**src/hw/rtl/slbm_pkg.sv**
```systemverilog
// slbm_pkg: shared types and constants for the serial loaded bank mapper
// no dependencies; imported by the interfaces, the mapper modules and the checker
package slbm_pkg;

    typedef enum logic [1:0] {
        FUNC_CPU_READ  = 2'd0,
        FUNC_CPU_WRITE = 2'd1,
        FUNC_PPU_READ  = 2'd2,
        FUNC_UNUSED    = 2'd3
    } func_t;

    typedef enum logic [1:0] {
        TGT_NONE    = 2'd0,
        TGT_PRG_RAM = 2'd1,
        TGT_PRG_ROM = 2'd2,
        TGT_CHR     = 2'd3
    } target_t;

    // register chosen by address bits 14-13 on the fifth serial bit
    typedef enum logic [1:0] {
        SEL_CONTROL  = 2'd0,
        SEL_CHR_LOW  = 2'd1,
        SEL_CHR_HIGH = 2'd2,
        SEL_PRG      = 2'd3
    } reg_sel_t;

    localparam int ADDR_W     = 16;
    localparam int DATA_W     = 8;
    localparam int MAP_W      = 18;
    localparam int BANKS_W    = 5;
    localparam int SERIAL_W   = 5;
    localparam int COUNT_W    = 3;
    localparam int MAX_BANKS  = 16;
    localparam int PRG_RAM_AW = 13;

    localparam logic [COUNT_W-1:0]  SERIAL_LAST   = 3'd4;
    localparam logic [BANKS_W-1:0]  BANKS_RESET   = 5'd16;
    localparam logic [SERIAL_W-1:0] CONTROL_RESET = 5'h0C;

    typedef struct packed {
        logic [1:0] mirroring;
        logic [1:0] prg_mode;
        logic       chr_mode;
        logic [4:0] chr_select_low;
        logic [4:0] chr_select_high;
        logic [3:0] prg_select;
        logic       ram_enabled;
    } bank_state_t;

endpackage

```
**src/hw/rtl/slbm_access_if.sv**
```systemverilog
// slbm_access_if: bus access channel, one access per beat
// depends on slbm_pkg
interface slbm_access_if
    import slbm_pkg::*;
();
    logic                valid;
    logic                ready;
    logic [1:0]          func;
    logic [ADDR_W-1:0]   bus_addr;
    logic [DATA_W-1:0]   write_data;

    modport source (output valid, output func, output bus_addr, output write_data,
                    input ready);
    modport sink   (input valid, input func, input bus_addr, input write_data,
                    output ready);
endinterface

```
**src/hw/rtl/slbm_result_if.sv**
```systemverilog
// slbm_result_if: mapping result channel, one result per beat
// depends on slbm_pkg
interface slbm_result_if
    import slbm_pkg::*;
();
    logic              valid;
    logic              ready;
    logic [1:0]        target;
    logic [MAP_W-1:0]  mapped_addr;
    logic              ram_write;
    logic [1:0]        mirror_mode;

    modport source (output valid, output target, output mapped_addr, output ram_write,
                    output mirror_mode, input ready);
    modport sink   (input valid, input target, input mapped_addr, input ram_write,
                    input mirror_mode, output ready);
endinterface

```
**src/hw/rtl/slbm_regs.sv**
```systemverilog
// slbm_regs: serial shift register and the four bank registers it loads
// depends on slbm_pkg
module slbm_regs
    import slbm_pkg::*;
(
    input  logic                clk,
    input  logic                rst_n,
    input  logic                accept,
    input  logic [1:0]          func,
    input  logic [ADDR_W-1:0]   bus_addr,
    input  logic [DATA_W-1:0]   write_data,
    output bank_state_t         state,
    output bank_state_t         state_next
);

    logic [SERIAL_W-1:0] serial_reg, serial_next;
    logic [COUNT_W-1:0]  count_reg, count_next;
    bank_state_t         bank_reg, bank_next;
    logic [SERIAL_W-1:0] shifted;
    reg_sel_t            sel;

    assign shifted = {write_data[0], serial_reg[SERIAL_W-1:1]};
    assign sel     = reg_sel_t'(bus_addr[14:13]);

    always_comb
    begin
        serial_next = serial_reg;
        count_next  = count_reg;
        bank_next   = bank_reg;
        if (accept && func_t'(func) == FUNC_CPU_WRITE && bus_addr[ADDR_W-1])
        begin
            if (write_data[DATA_W-1])
            begin
                serial_next        = '0;
                count_next         = '0;
                bank_next.mirroring = CONTROL_RESET[1:0];
                bank_next.prg_mode  = CONTROL_RESET[3:2];
                bank_next.chr_mode  = CONTROL_RESET[4];
            end
            else if (count_reg == SERIAL_LAST)
            begin
                // fifth bit: commit and start over
                serial_next = '0;
                count_next  = '0;
                unique case (sel)
                    SEL_CONTROL:
                    begin
                        bank_next.mirroring = shifted[1:0];
                        bank_next.prg_mode  = shifted[3:2];
                        bank_next.chr_mode  = shifted[4];
                    end
                    SEL_CHR_LOW:  bank_next.chr_select_low  = shifted;
                    SEL_CHR_HIGH: bank_next.chr_select_high = shifted;
                    SEL_PRG:
                    begin
                        bank_next.prg_select  = shifted[3:0];
                        bank_next.ram_enabled = ~shifted[4];
                    end
                    default: bank_next = bank_reg;
                endcase
            end
            else
            begin
                serial_next = shifted;
                count_next  = count_reg + COUNT_W'(1);
            end
        end
    end

    always_ff @(posedge clk or negedge rst_n)
    begin
        if (!rst_n)
        begin
            serial_reg           <= '0;
            count_reg            <= '0;
            bank_reg.mirroring   <= CONTROL_RESET[1:0];
            bank_reg.prg_mode    <= CONTROL_RESET[3:2];
            bank_reg.chr_mode    <= CONTROL_RESET[4];
            bank_reg.chr_select_low  <= '0;
            bank_reg.chr_select_high <= '0;
            bank_reg.prg_select  <= '0;
            bank_reg.ram_enabled <= 1'b0;
        end
        else
        begin
            serial_reg <= serial_next;
            count_reg  <= count_next;
            bank_reg   <= bank_next;
        end
    end

    assign state      = bank_reg;
    assign state_next = bank_next;

endmodule

```
**src/hw/rtl/slbm_map.sv**
```systemverilog
// slbm_map: decodes one access and forms the prg or chr byte offset
// depends on slbm_pkg; purely combinational
module slbm_map
    import slbm_pkg::*;
(
    input  logic [1:0]          func,
    input  logic [ADDR_W-1:0]   bus_addr,
    input  bank_state_t         state,
    input  logic [BANKS_W-1:0]  prg_rom_banks,
    output logic [1:0]          target,
    output logic [MAP_W-1:0]    mapped_addr,
    output logic                ram_write
);

    logic        in_ram;
    logic        upper;
    logic [3:0]  last_bank;
    logic [3:0]  rom_bank;
    logic [MAP_W-1:0] prg_off;
    logic [MAP_W-1:0] chr_off;
    logic [MAP_W-1:0] ram_off;

    // 0 counts as one bank, anything above 16 as 16
    always_comb
    begin
        if (prg_rom_banks == '0)
            last_bank = '0;
        else if (prg_rom_banks > BANKS_W'(MAX_BANKS))
            last_bank = 4'(MAX_BANKS - 1);
        else
            last_bank = 4'(prg_rom_banks - BANKS_W'(1));
    end

    assign in_ram = (bus_addr[15:13] == 3'b011);
    assign upper  = bus_addr[14];

    always_comb
    begin
        if (!state.prg_mode[1])
            rom_bank = {state.prg_select[3:1], upper};
        else if (state.prg_mode == 2'd2)
            rom_bank = upper ? state.prg_select : 4'd0;
        else
            rom_bank = upper ? last_bank : state.prg_select;
    end

    assign prg_off = {rom_bank, bus_addr[13:0]};
    assign ram_off = MAP_W'(bus_addr[PRG_RAM_AW-1:0]);

    always_comb
    begin
        if (!state.chr_mode)
            chr_off = MAP_W'({state.chr_select_low[4:1], bus_addr[12:0]});
        else if (!bus_addr[12])
            chr_off = MAP_W'({state.chr_select_low, bus_addr[11:0]});
        else
            chr_off = MAP_W'({state.chr_select_high, bus_addr[11:0]});
    end

    always_comb
    begin
        target      = TGT_NONE;
        mapped_addr = '0;
        ram_write   = 1'b0;
        unique case (func_t'(func))
            FUNC_CPU_READ:
            begin
                if (in_ram)
                begin
                    if (state.ram_enabled)
                    begin
                        target      = TGT_PRG_RAM;
                        mapped_addr = ram_off;
                    end
                end
                else if (bus_addr[15])
                begin
                    target      = TGT_PRG_ROM;
                    mapped_addr = prg_off;
                end
            end
            FUNC_CPU_WRITE:
            begin
                if (in_ram && state.ram_enabled)
                begin
                    target      = TGT_PRG_RAM;
                    mapped_addr = ram_off;
                    ram_write   = 1'b1;
                end
            end
            FUNC_PPU_READ:
            begin
                if (bus_addr[15:13] == 3'b000)
                begin
                    target      = TGT_CHR;
                    mapped_addr = chr_off;
                end
            end
            default:
            begin
                target = TGT_NONE;
            end
        endcase
    end

endmodule

```
**src/hw/rtl/serial_loaded_bank_mapper.sv**
```systemverilog
// channel  | dir  | beat contents
// ---------+------+--------------------------------------------
// access   | sink | func, bus_addr, write_data
// result   | src  | target, mapped_addr, ram_write, mirror_mode
// cfg      | in   | cfg_we, cfg_wdata (prg_rom_banks)
//
// one access per clock unless access.ready is low; its result appears in the output register in the next cycle
// the bank registers update at the accepting edge, so back-to-back accesses see
// each other's writes; mirror_mode already reflects the access it comes with
// access.ready drops only while a result is held and result.ready is low
// reset loads control 0x0C, clears the serial register and banks, prg_rom_banks 16
// depends on slbm_pkg, slbm_access_if, slbm_result_if, slbm_regs, slbm_map
module serial_loaded_bank_mapper
    import slbm_pkg::*;
(
    input  logic                 clk,
    input  logic                 rst_n,
    slbm_access_if.sink          access,
    slbm_result_if.source        result,
    input  logic                 cfg_we,
    input  logic [BANKS_W-1:0]   cfg_wdata
);

    logic [BANKS_W-1:0] banks_reg;
    logic               valid_reg;
    logic [1:0]         target_reg;
    logic [MAP_W-1:0]   mapped_reg;
    logic               ram_write_reg;
    logic [1:0]         mirror_reg;

    logic               accept;
    bank_state_t        state, state_next;
    logic [1:0]         target;
    logic [MAP_W-1:0]   mapped_addr;
    logic               ram_write;

    assign access.ready = ~valid_reg | result.ready;
    assign accept       = access.valid & access.ready;

    slbm_regs u_regs (
        .clk        (clk),
        .rst_n      (rst_n),
        .accept     (accept),
        .func       (access.func),
        .bus_addr   (access.bus_addr),
        .write_data (access.write_data),
        .state      (state),
        .state_next (state_next)
    );

    slbm_map u_map (
        .func          (access.func),
        .bus_addr      (access.bus_addr),
        .state         (state),
        .prg_rom_banks (banks_reg),
        .target        (target),
        .mapped_addr   (mapped_addr),
        .ram_write     (ram_write)
    );

    always_ff @(posedge clk or negedge rst_n)
    begin
        if (!rst_n)
        begin
            banks_reg <= BANKS_RESET;
            valid_reg <= 1'b0;
        end
        else
        begin
            if (cfg_we)
                banks_reg <= cfg_wdata;
            if (accept)
                valid_reg <= 1'b1;
            else if (result.ready)
                valid_reg <= 1'b0;
        end
    end

    always_ff @(posedge clk)
    begin
        if (accept)
        begin
            target_reg    <= target;
            mapped_reg    <= mapped_addr;
            ram_write_reg <= ram_write;
            mirror_reg    <= state_next.mirroring;
        end
    end

    assign result.valid       = valid_reg;
    assign result.target      = target_reg;
    assign result.mapped_addr = mapped_reg;
    assign result.ram_write   = ram_write_reg;
    assign result.mirror_mode = mirror_reg;

endmodule

```
**src/flat_wrapper.sv**
```systemverilog
// flat-port wrapper written by rule: the top's interface ports become plain ports
module serial_loaded_bank_mapper_flat import slbm_pkg::*;
  (clk, rst_n, cfg_we, cfg_wdata, access_valid, access_func, access_bus_addr, access_write_data, access_ready, result_valid, result_target, result_mapped_addr, result_ram_write, result_mirror_mode, result_ready);
  slbm_access_if access_i ();
  slbm_result_if result_i ();
  input  logic clk;
  input  logic rst_n;
  input  logic cfg_we;
  input  logic [BANKS_W-1:0] cfg_wdata;
  input wire logic [$bits(access_i.valid)-1:0] access_valid;
  input wire logic [$bits(access_i.func)-1:0] access_func;
  input wire logic [$bits(access_i.bus_addr)-1:0] access_bus_addr;
  input wire logic [$bits(access_i.write_data)-1:0] access_write_data;
  output wire logic [$bits(access_i.ready)-1:0] access_ready;
  output wire logic [$bits(result_i.valid)-1:0] result_valid;
  output wire logic [$bits(result_i.target)-1:0] result_target;
  output wire logic [$bits(result_i.mapped_addr)-1:0] result_mapped_addr;
  output wire logic [$bits(result_i.ram_write)-1:0] result_ram_write;
  output wire logic [$bits(result_i.mirror_mode)-1:0] result_mirror_mode;
  input wire logic [$bits(result_i.ready)-1:0] result_ready;
  assign access_i.valid = access_valid;
  assign access_i.func = access_func;
  assign access_i.bus_addr = access_bus_addr;
  assign access_i.write_data = access_write_data;
  assign access_ready = access_i.ready;
  assign result_valid = result_i.valid;
  assign result_target = result_i.target;
  assign result_mapped_addr = result_i.mapped_addr;
  assign result_ram_write = result_i.ram_write;
  assign result_mirror_mode = result_i.mirror_mode;
  assign result_i.ready = result_ready;
  serial_loaded_bank_mapper u_core (.clk(clk), .rst_n(rst_n), .access(access_i), .result(result_i), .cfg_we(cfg_we), .cfg_wdata(cfg_wdata));
endmodule
```
**config.mk**
```make
export PLATFORM = sky130hd
export DESIGN_NAME = serial_loaded_bank_mapper_flat
export DESIGN_NICKNAME = d
export VERILOG_FILES = /design/src/hw/rtl/slbm_pkg.sv /design/src/hw/rtl/slbm_access_if.sv /design/src/hw/rtl/slbm_result_if.sv /design/src/hw/rtl/slbm_regs.sv /design/src/hw/rtl/slbm_map.sv /design/src/hw/rtl/serial_loaded_bank_mapper.sv /design/src/flat_wrapper.sv
export SDC_FILE = /design/constraint.sdc
export NUM_CORES = 1
export LEC_CHECK = 0
export BUFFER_PORTS_ARGS = -buffer_cell sky130_fd_sc_hd__buf_2
export CAP_MARGIN = 20
export CELL_PAD_IN_SITES_DETAIL_PLACEMENT = 0
export CELL_PAD_IN_SITES_GLOBAL_PLACEMENT = 1
export CORE_MARGIN = 4
export CORE_UTILIZATION = 45
export DETAILED_ROUTE_END_ITERATION = 10
export PLACE_DENSITY = 0.95
export SLEW_MARGIN = 10
export SYNTH_ARGS = -nofsm -noshare
export SYNTH_HDL_FRONTEND = slang
export SYNTH_SLANG_ARGS = --single-unit
export TNS_END_PERCENT = 30
```
**constraint.sdc**
```tcl
create_clock -name clk -period 4.6 [get_ports clk]
set_input_delay 0.69 -clock clk [delete_from_list [all_inputs] [get_ports clk]]
set_output_delay 0.69 -clock clk [all_outputs]
set_load 0.005 [all_outputs]
```
==> summary.txt, run 1 <==
Count of final hold-check violations -> 0
Layout cells sized above 1 -> 0.340
CTS Buffer Depth -> 2
Clock share of power -> 0.279
Final Max Slew Viols -> 0
Max Cap Violations -> 0
Max Clk Rate -> 389 MHz
Mapped Area -> 2510 um2
Final core occ -> 0.555
Vias in the first global route -> 1,632
Final Wtd Congestion -> 0.757
Skew final -> 0.0107 ns
Number of top-level pins -> 61
Core Region -> 5270 um2
Nets@finish -> 297
Status -> complete, no violations
Critical path, cell by cell -> buf_2 > nor2b_1 > nand4_1 > nor3_2 > mux2_2
CTS clk-pin slew, worst paths -> 0.09 ns
Total power per unit cell area -> 331 nW/um2
Initial DRC count -> 65
ANT cells -> 0
CTS tree -> built
Worst EP required -> 4.79 ns
DP Area -> 2830 um2
Final period utilization -> 0.559
Filler cell count -> 462
Via count -> 1,689
Syn Nets -> 243
Synth Warn # -> 0
Worst Hold Class -> input port to async pin
Clock sink count -> 56
Post-DP HPWL -> 3500 um
Tmin final -> 2.57 ns
Worst-skew pair later-pin latency -> 0.31 ns
Row count -> 26
Area grow syn2layout -> 16.4%
TritonCTS Buffers -> 5
Pin count of the biggest net entering global routing -> 34
Delay-heaviest family, CP -> simple AND/OR/NAND/NOR gates
DR WL/cell -> 14.5 um
RSZ-0062 raised after global routing -> no
Total track usage -> 0.152
Die width -> 82.7 um
GRT overflow -> 0
Main synth FF type -> dfrtp_1
Critical path type -> input port to flop
TNS Setup -> 0 ns
Post-Syn Instances -> 204
Via-to-Cell Ratio -> 5.13
P_leak -> 1.31 nW
Starting density of the core -> 0.476
Logic pwr share -> 0.120
Area of the die -> 6840 um2
Power Total -> 0.969 mW
Post-CTS Setup Bufs -> 0
# hold bufs at CTS -> 0
Sequential power share -> 0.602
Least-Margin Pin Slew -> 0.954 ns
Port Buffers -> 54
Root buffer cell -> clkbuf_8
EDFF count, synth -> 23
First-pass detailed-route iteration total -> 4
H-tree depth -> 2
Worst Path Arrival -> 2.76 ns
First-pass GRT wire length -> 7820 um
Post-CTS resize count -> 0
Sw Share -> 0.248
CP max stage delay -> 0.69 ns
Count of cell types in the netlist -> 47
Fin area -> 2920 um2
Initial antenna violation count -> 0
Die height -> 82.7 um
Remaining DRCs -> 0
Routed Antenna Nets -> 0
Switching pwr -> 0.240 mW
Pint -> 0.729 mW
Mean Syn Cell Area -> 12.3 um2
CP Max Fanout -> 21
Async SR Flop Fraction -> 0.589
Largest register FFs -> 20
Critical Path Sink Type -> flop
Worst vdd ir -> 0.000139 V
CP max stage cell -> nor3_2
#FFs+latches synth -> 56
Sequential area share after synthesis -> 0.605
Setup crit start kind -> input port
Final setup vio count -> 0
Detailed Route WL -> 4760 um
Worst rel slew slack -> 0.364
Buf/Inv on CP -> 1
-- Yosys cell counts, types with 2 or more instances --
| master | instances | area share |
|---|---|---|
| a22o_1 | 3 | 0.010 |
| a31oi_1 | 2 | 0.0050 |
| nor2_1 | 5 | 0.0075 |
| ha_1 | 3 | 0.015 |
| nor4b_1 | 2 | 0.0070 |
| nor3b_1 | 2 | 0.0060 |
| dfrtp_1 | 30 | 0.30 |
| or2_2 | 3 | 0.0075 |
| mux2_2 | 16 | 0.072 |
| o22a_1 | 2 | 0.0070 |
| edfxtp_1 | 23 | 0.28 |
| inv_1 | 9 | 0.013 |
| nor2b_1 | 11 | 0.027 |
| or4b_1 | 2 | 0.0080 |
| a21oi_1 | 5 | 0.010 |
| o21ai_0 | 14 | 0.028 |
| nand4b_1 | 2 | 0.0070 |
| dfstp_2 | 3 | 0.031 |
| nand2_1 | 23 | 0.034 |
| nand2b_1 | 3 | 0.0075 |
| nand4_1 | 3 | 0.0075 |
| clkbuf_1 | 5 | 0.0075 |
| nor2_2 | 2 | 0.0050 |
| o221ai_1 | 2 | 0.0070 |
| mux2i_1 | 5 | 0.020 |
| and2b_1 | 3 | 0.0090 |
-- power by group through the flow --
stage                     logic, mW  registers, mW  clock network [mW]
after floorplan              0.0742          0.585                   0
after global placement        0.113          0.591                   0
after detailed placement      0.117          0.593                   0
after CTS                     0.118          0.583               0.280
after global routing          0.136          0.588               0.300
final                         0.116          0.583               0.270
-- layout make-up --
type                            count  area, um2  share of cell area
Clock buffer                        6       82.6              0.0282
Clock inverter                      2       10.0             0.00342
Inverter                            9       33.8              0.0116
Multi-Input combinational cell    132        920               0.315
Sequential cell                    56       1520               0.520
Tap cell                           70       87.6              0.0300
Timing Repair Buffer               54        270              0.0924
-- stage by stage --
| step | setup WS [ns] | hold WS (ns) | std cells |
|---|---|---|---|
| 2_1_floorplan | 2.53 | 0.394 | 204 |
| 3_3_place_gp | 1.78 | 0.483 | 321 |
| 3_5_place_dp | 1.76 | 0.487 | 321 |
| 4_1_cts | 2.05 | 0.460 | 329 |
| 5_1_grt | 1.85 | 0.486 | 329 |
| 6_report | 2.03 | 0.440 | 329 |
-- cell families (layout without fill, tap and decap cells) --
logic type	Yosys count	after routing	share of synthesized area
adder cells (fa/ha/maj)	4	4	0.0189
AND/OR/NAND/NOR	70	70	0.159
multiplexers	21	21	0.0917
XOR/XNOR	1	1	0.00349
buffers and inverters	16	71	0.0284
AO/OA/AOI/OAI	36	36	0.0927
flip-flops	56	56	0.605
-- metal layers --
layer	share of wire	vias up	track usage
met5	0	-	0
met4	0.014	0	0.0588
met3	0.066	6	0.0304
met2	0.48	45	0.255
met1	0.44	798	0.194
li1	-	840	-
-- cells in the final DEF (no fill, tap or decap), drive strengths merged, types with 3 or more instances in the layout --
master,netlist,layout
o21ai,14,14
ha,3,3
dfrtp,30,30
a21oi,5,5
clkbuf,5,6
nand2,23,23
nor2b,11,11
and2b,3,3
buf,2,54
mux2i,5,5
a22o,3,3
mux2,16,16
inv,9,9
dfstp,3,3
edfxtp,23,23
or2,4,4
nor2,7,7
nand2b,3,3
nand4,3,3
-- worst paths after layout --
path / start / endpoint / slack, ns / cells after the start
worst min register to register: u_core.u_regs.state[19] / u_core.u_regs.state[19] / 0.50 / 1
max in group asynchronous: rst_n / u_core.result.valid / 3.69 / 1
worst max register to register: u_core.result.valid / u_core.u_regs.state[4] / 2.21 / 4
min in group clk: u_core.u_regs.state[19] / u_core.u_regs.state[19] / 0.50 / 1
worst max-delay path: access_bus_addr[15] / u_core.u_regs.state[4] / 2.03 / 5
worst min-delay path: rst_n / u_core.banks_reg[2] / 0.44 / 1
-- worst register-to-register path: cells and delay by family, from the launching register on --
family	cells	cell delay (ns)
DFF	1	0.39
muxes	1	0.40
and+or+nand+nor	3	1.49
Power figures use the tool's default switching activity.
==> run 2, diff against run 1 <==
ABC_AREA = 1   (was unset)
CORE_UTILIZATION = 36   (was 45)
PLACE_DENSITY = 0.86   (was 0.95)
clock period = 2.2 ns   (was 4.6 ns; I/O delays follow)
==> run 2 against run 1 <==
Highest routed layer unchanged. Sequential cell count unchanged. Cell area grew 5.3%. Global-route usage fell by 2.6 points. Die area up 27%. Critical path type is now flop to flop.
==> summary.txt, run 2 <==
Max Cap Violations -> 0 (unchanged)
RSZ-0062 raised after global routing -> no
Filler cell count -> 701 (+52%)
Sequential area share after synthesis -> 0.581 (-0.0240)
Worst vdd ir -> 0.000262 V (+89%)
Number of top-level pins -> 61 (unchanged)
Main synth FF type -> dfrtp_1
Buf/Inv on CP -> 1 (unchanged)
#FFs+latches synth -> 56 (unchanged)
Hold WS -> 0.0635 ns (-0.376 ns)
Post-Syn Instances -> 281 (+38%)
Worst R2R Start -> u_core.u_regs.count_reg[0]
Most common cell on crit path -> nand2_1
Delay-heaviest family, CP -> simple AND/OR/NAND/NOR gates
Top cells by area, synth -> dfrtp_1, edfxtp_1, nand2_1, inv_1, o21ai_0
Routed Antenna Nets -> 0 (unchanged)
Die height -> 93.2 um (+13%)
Worst-skew pair later-pin latency -> 0.32 ns (about the same)
Via count -> 1,960 (+16%)
CTS Buffer Depth -> 2 (unchanged)
GRT overflow -> 0 (unchanged)
CP max stage delay -> 0.39 ns (-0.30 ns)
Via-to-Cell Ratio -> 4.49 (-13%)
Mapped Area -> 2620 um2 (+4.1%)
Final setup vio count -> 0 (unchanged)
Area share of the leading cell type in the synthesized netlist -> 0.287 (-0.0119)
Total track usage -> 0.126 (-0.0260)
Reg-to-reg slack, setup -> 0.62 ns (-1.59 ns)
Remaining DRCs -> 0 (unchanged)
Synth Warn # -> 0 (unchanged)
Vias in the first global route -> 1,899 (+16%)
R2r endpoint -> u_core.result.mirror_mode[0]
Count of final hold-check violations -> 0 (unchanged)
Area grow syn2layout -> 17.8%
# hold bufs at CTS -> 0 (unchanged)
Async SR Flop Fraction -> 0.589 (unchanged)
Root buffer cell -> clkbuf_8
Setup crit start kind -> flop
Layout cells sized above 1 -> 0.279 (-0.0612)
Power Total -> 2.14 mW (+120%)
Starting density of the core -> 0.379 (-0.0979)
Top cells by count, synth -> nand2_1, inv_1, dfrtp_1, edfxtp_1, o21ai_0
Worst Path Arrival -> 1.65 ns (-1.11 ns)
ANT cells -> 0 (unchanged)
Area of the die -> 8690 um2 (+27%)
Nets@finish -> 379 (+28%)
CTS tree -> built
Status -> complete, no violations
H-tree depth -> 2 (unchanged)
Critical Path Sink Type -> flop
Post-CTS resize count -> 0 (unchanged)
Skew final -> 0.0120 ns (+0.00130 ns)
R2R depth -> 7 (+3)
Final Wtd Congestion -> 0.800 (+5.6%)
TritonCTS Buffers -> 5 (unchanged)
CP Max Fanout -> 7 (-67%)
Dpl ws -> 0.559 ns (-1.20 ns)
Detailed Route WL -> 5070 um (+6.5%)
Count leader, synth -> nand2_1
CTS clk-pin slew, worst paths -> 0.11 ns (+0.02 ns)
Final Max Slew Viols -> 0 (unchanged)
DR WL/cell -> 11.6 um (-20%)
Pin count of the biggest net entering global routing -> 34 (unchanged)
Row count -> 30 (+15%)
Syn Nets -> 320 (+32%)
Worst EP required -> 2.27 ns (-2.52 ns)
Critical path type -> flop to flop
EDFF count, synth -> 23 (unchanged)
Largest register FFs -> 20 (unchanged)
Count of cell types in the netlist -> 27 (-43%)
Mean Syn Cell Area -> 9.31 um2 (-24%)
Initial antenna violation count -> 0 (unchanged)
Synth area leader -> dfrtp_1
Seq. cell area -> 1520 um2 (unchanged)
Worst Hold Class -> input port to async pin
P_leak -> 1.54 nW (+18%)
Post-CTS Setup Bufs -> 0 (unchanged)
TNS Setup -> 0 ns (unchanged)
Total power per unit cell area -> 694 nW/um2 (+110%)
Least-Margin Pin Slew -> 0.725 ns (-0.229 ns)
First-pass detailed-route iteration total -> 4 (unchanged)
Die width -> 93.2 um (+13%)
Post-DP HPWL -> 3850 um (+9.8%)
Commonest non-fill, non-tap cell in the layout -> nand2_1
Final core occ -> 0.446 (-0.109)
Most frequent cells in the layout -> nand2_1, buf_2, inv_1
Port Buffers -> 54 (unchanged)
Initial DRC count -> 111 (+71%)
Fin worst setup slack -> 0.619 ns (-1.41 ns)
Core Region -> 6910 um2 (+31%)
Max Clk Rate -> 633 MHz
First-pass GRT wire length -> 8710 um (+11%)
Critical path, cell by cell -> inv_1 > ha_1 > nand2_1 > nor2_2 > o21ai_2 > nand2_1 > nand2_1
Clock sink count -> 56 (unchanged)
Worst rel slew slack -> 0.517 (+0.153)
CP max stage cell -> dfrtp_1
Final period utilization -> 0.719
Multi-input gate area -> 900 um2 (-2.2%)
Tmin final -> 1.58 ns
[run 2: how the worst max path moves through the flow]
stage                                           from                           end  slack (ns)  cells after the start
after CTS                 u_core.u_regs.count_reg[0]  u_core.result.mirror_mode[0]        0.61                      7
after global placement                access_func[1]   u_core.u_regs.serial_reg[3]        0.57                      8
after global routing      u_core.u_regs.count_reg[0]  u_core.result.mirror_mode[1]        0.46                      7
after floorplan                  u_core.result.valid  u_core.result.mapped_addr[0]        0.78                      3
final                     u_core.u_regs.count_reg[0]  u_core.result.mirror_mode[0]        0.62                      7
after detailed placement              access_func[1]    u_core.u_regs.count_reg[1]        0.56                      8
[run 2: cell type report]
| class | count | share of cell area |
|---|---|---|
| inverters | 45 | 0.0548 |
| clock buffers | 5 | 0.0223 |
| flip-flops and latches | 56 | 0.494 |
| repair buffers | 55 | 0.0902 |
| multi-input cells | 177 | 0.292 |
| well taps | 96 | 0.0390 |
| clock inverters | 3 | 0.00812 |
[run 2: logic make-up after synthesis]
family / after synthesis / share of synthesized area
buf+inv: 48 / 0.0746
compound gates: 42 / 0.0847
fa+ha+maj: 3 / 0.0144
flops: 56 / 0.581
xor+xnor: 1 / 0.00335
simple gates: 131 / 0.242
[run 2: power by group]
group,leakage (nW),switching [mW],internal [mW]
Combinational,0.835,0.217,0.115
Clock,0.0452,0.350,0.233
Sequential,0.661,0.0424,1.18
[run 2: layer usage]
metal	up-vias	track usage	share of wire
met5	-	0	0
met4	0	0.0440	0.015
met3	7	0.0274	0.046
met2	42	0.208	0.47
met1	896	0.164	0.47
li1	1015	-	-
[run 2: through the flow]
step           cells  instance area (um2)
6_report         437                 3080
5_1_grt          437                 3080
3_3_place_gp     429                 2990
4_1_cts          437                 3080
2_1_floorplan    281                 2620
3_5_place_dp     429                 2990
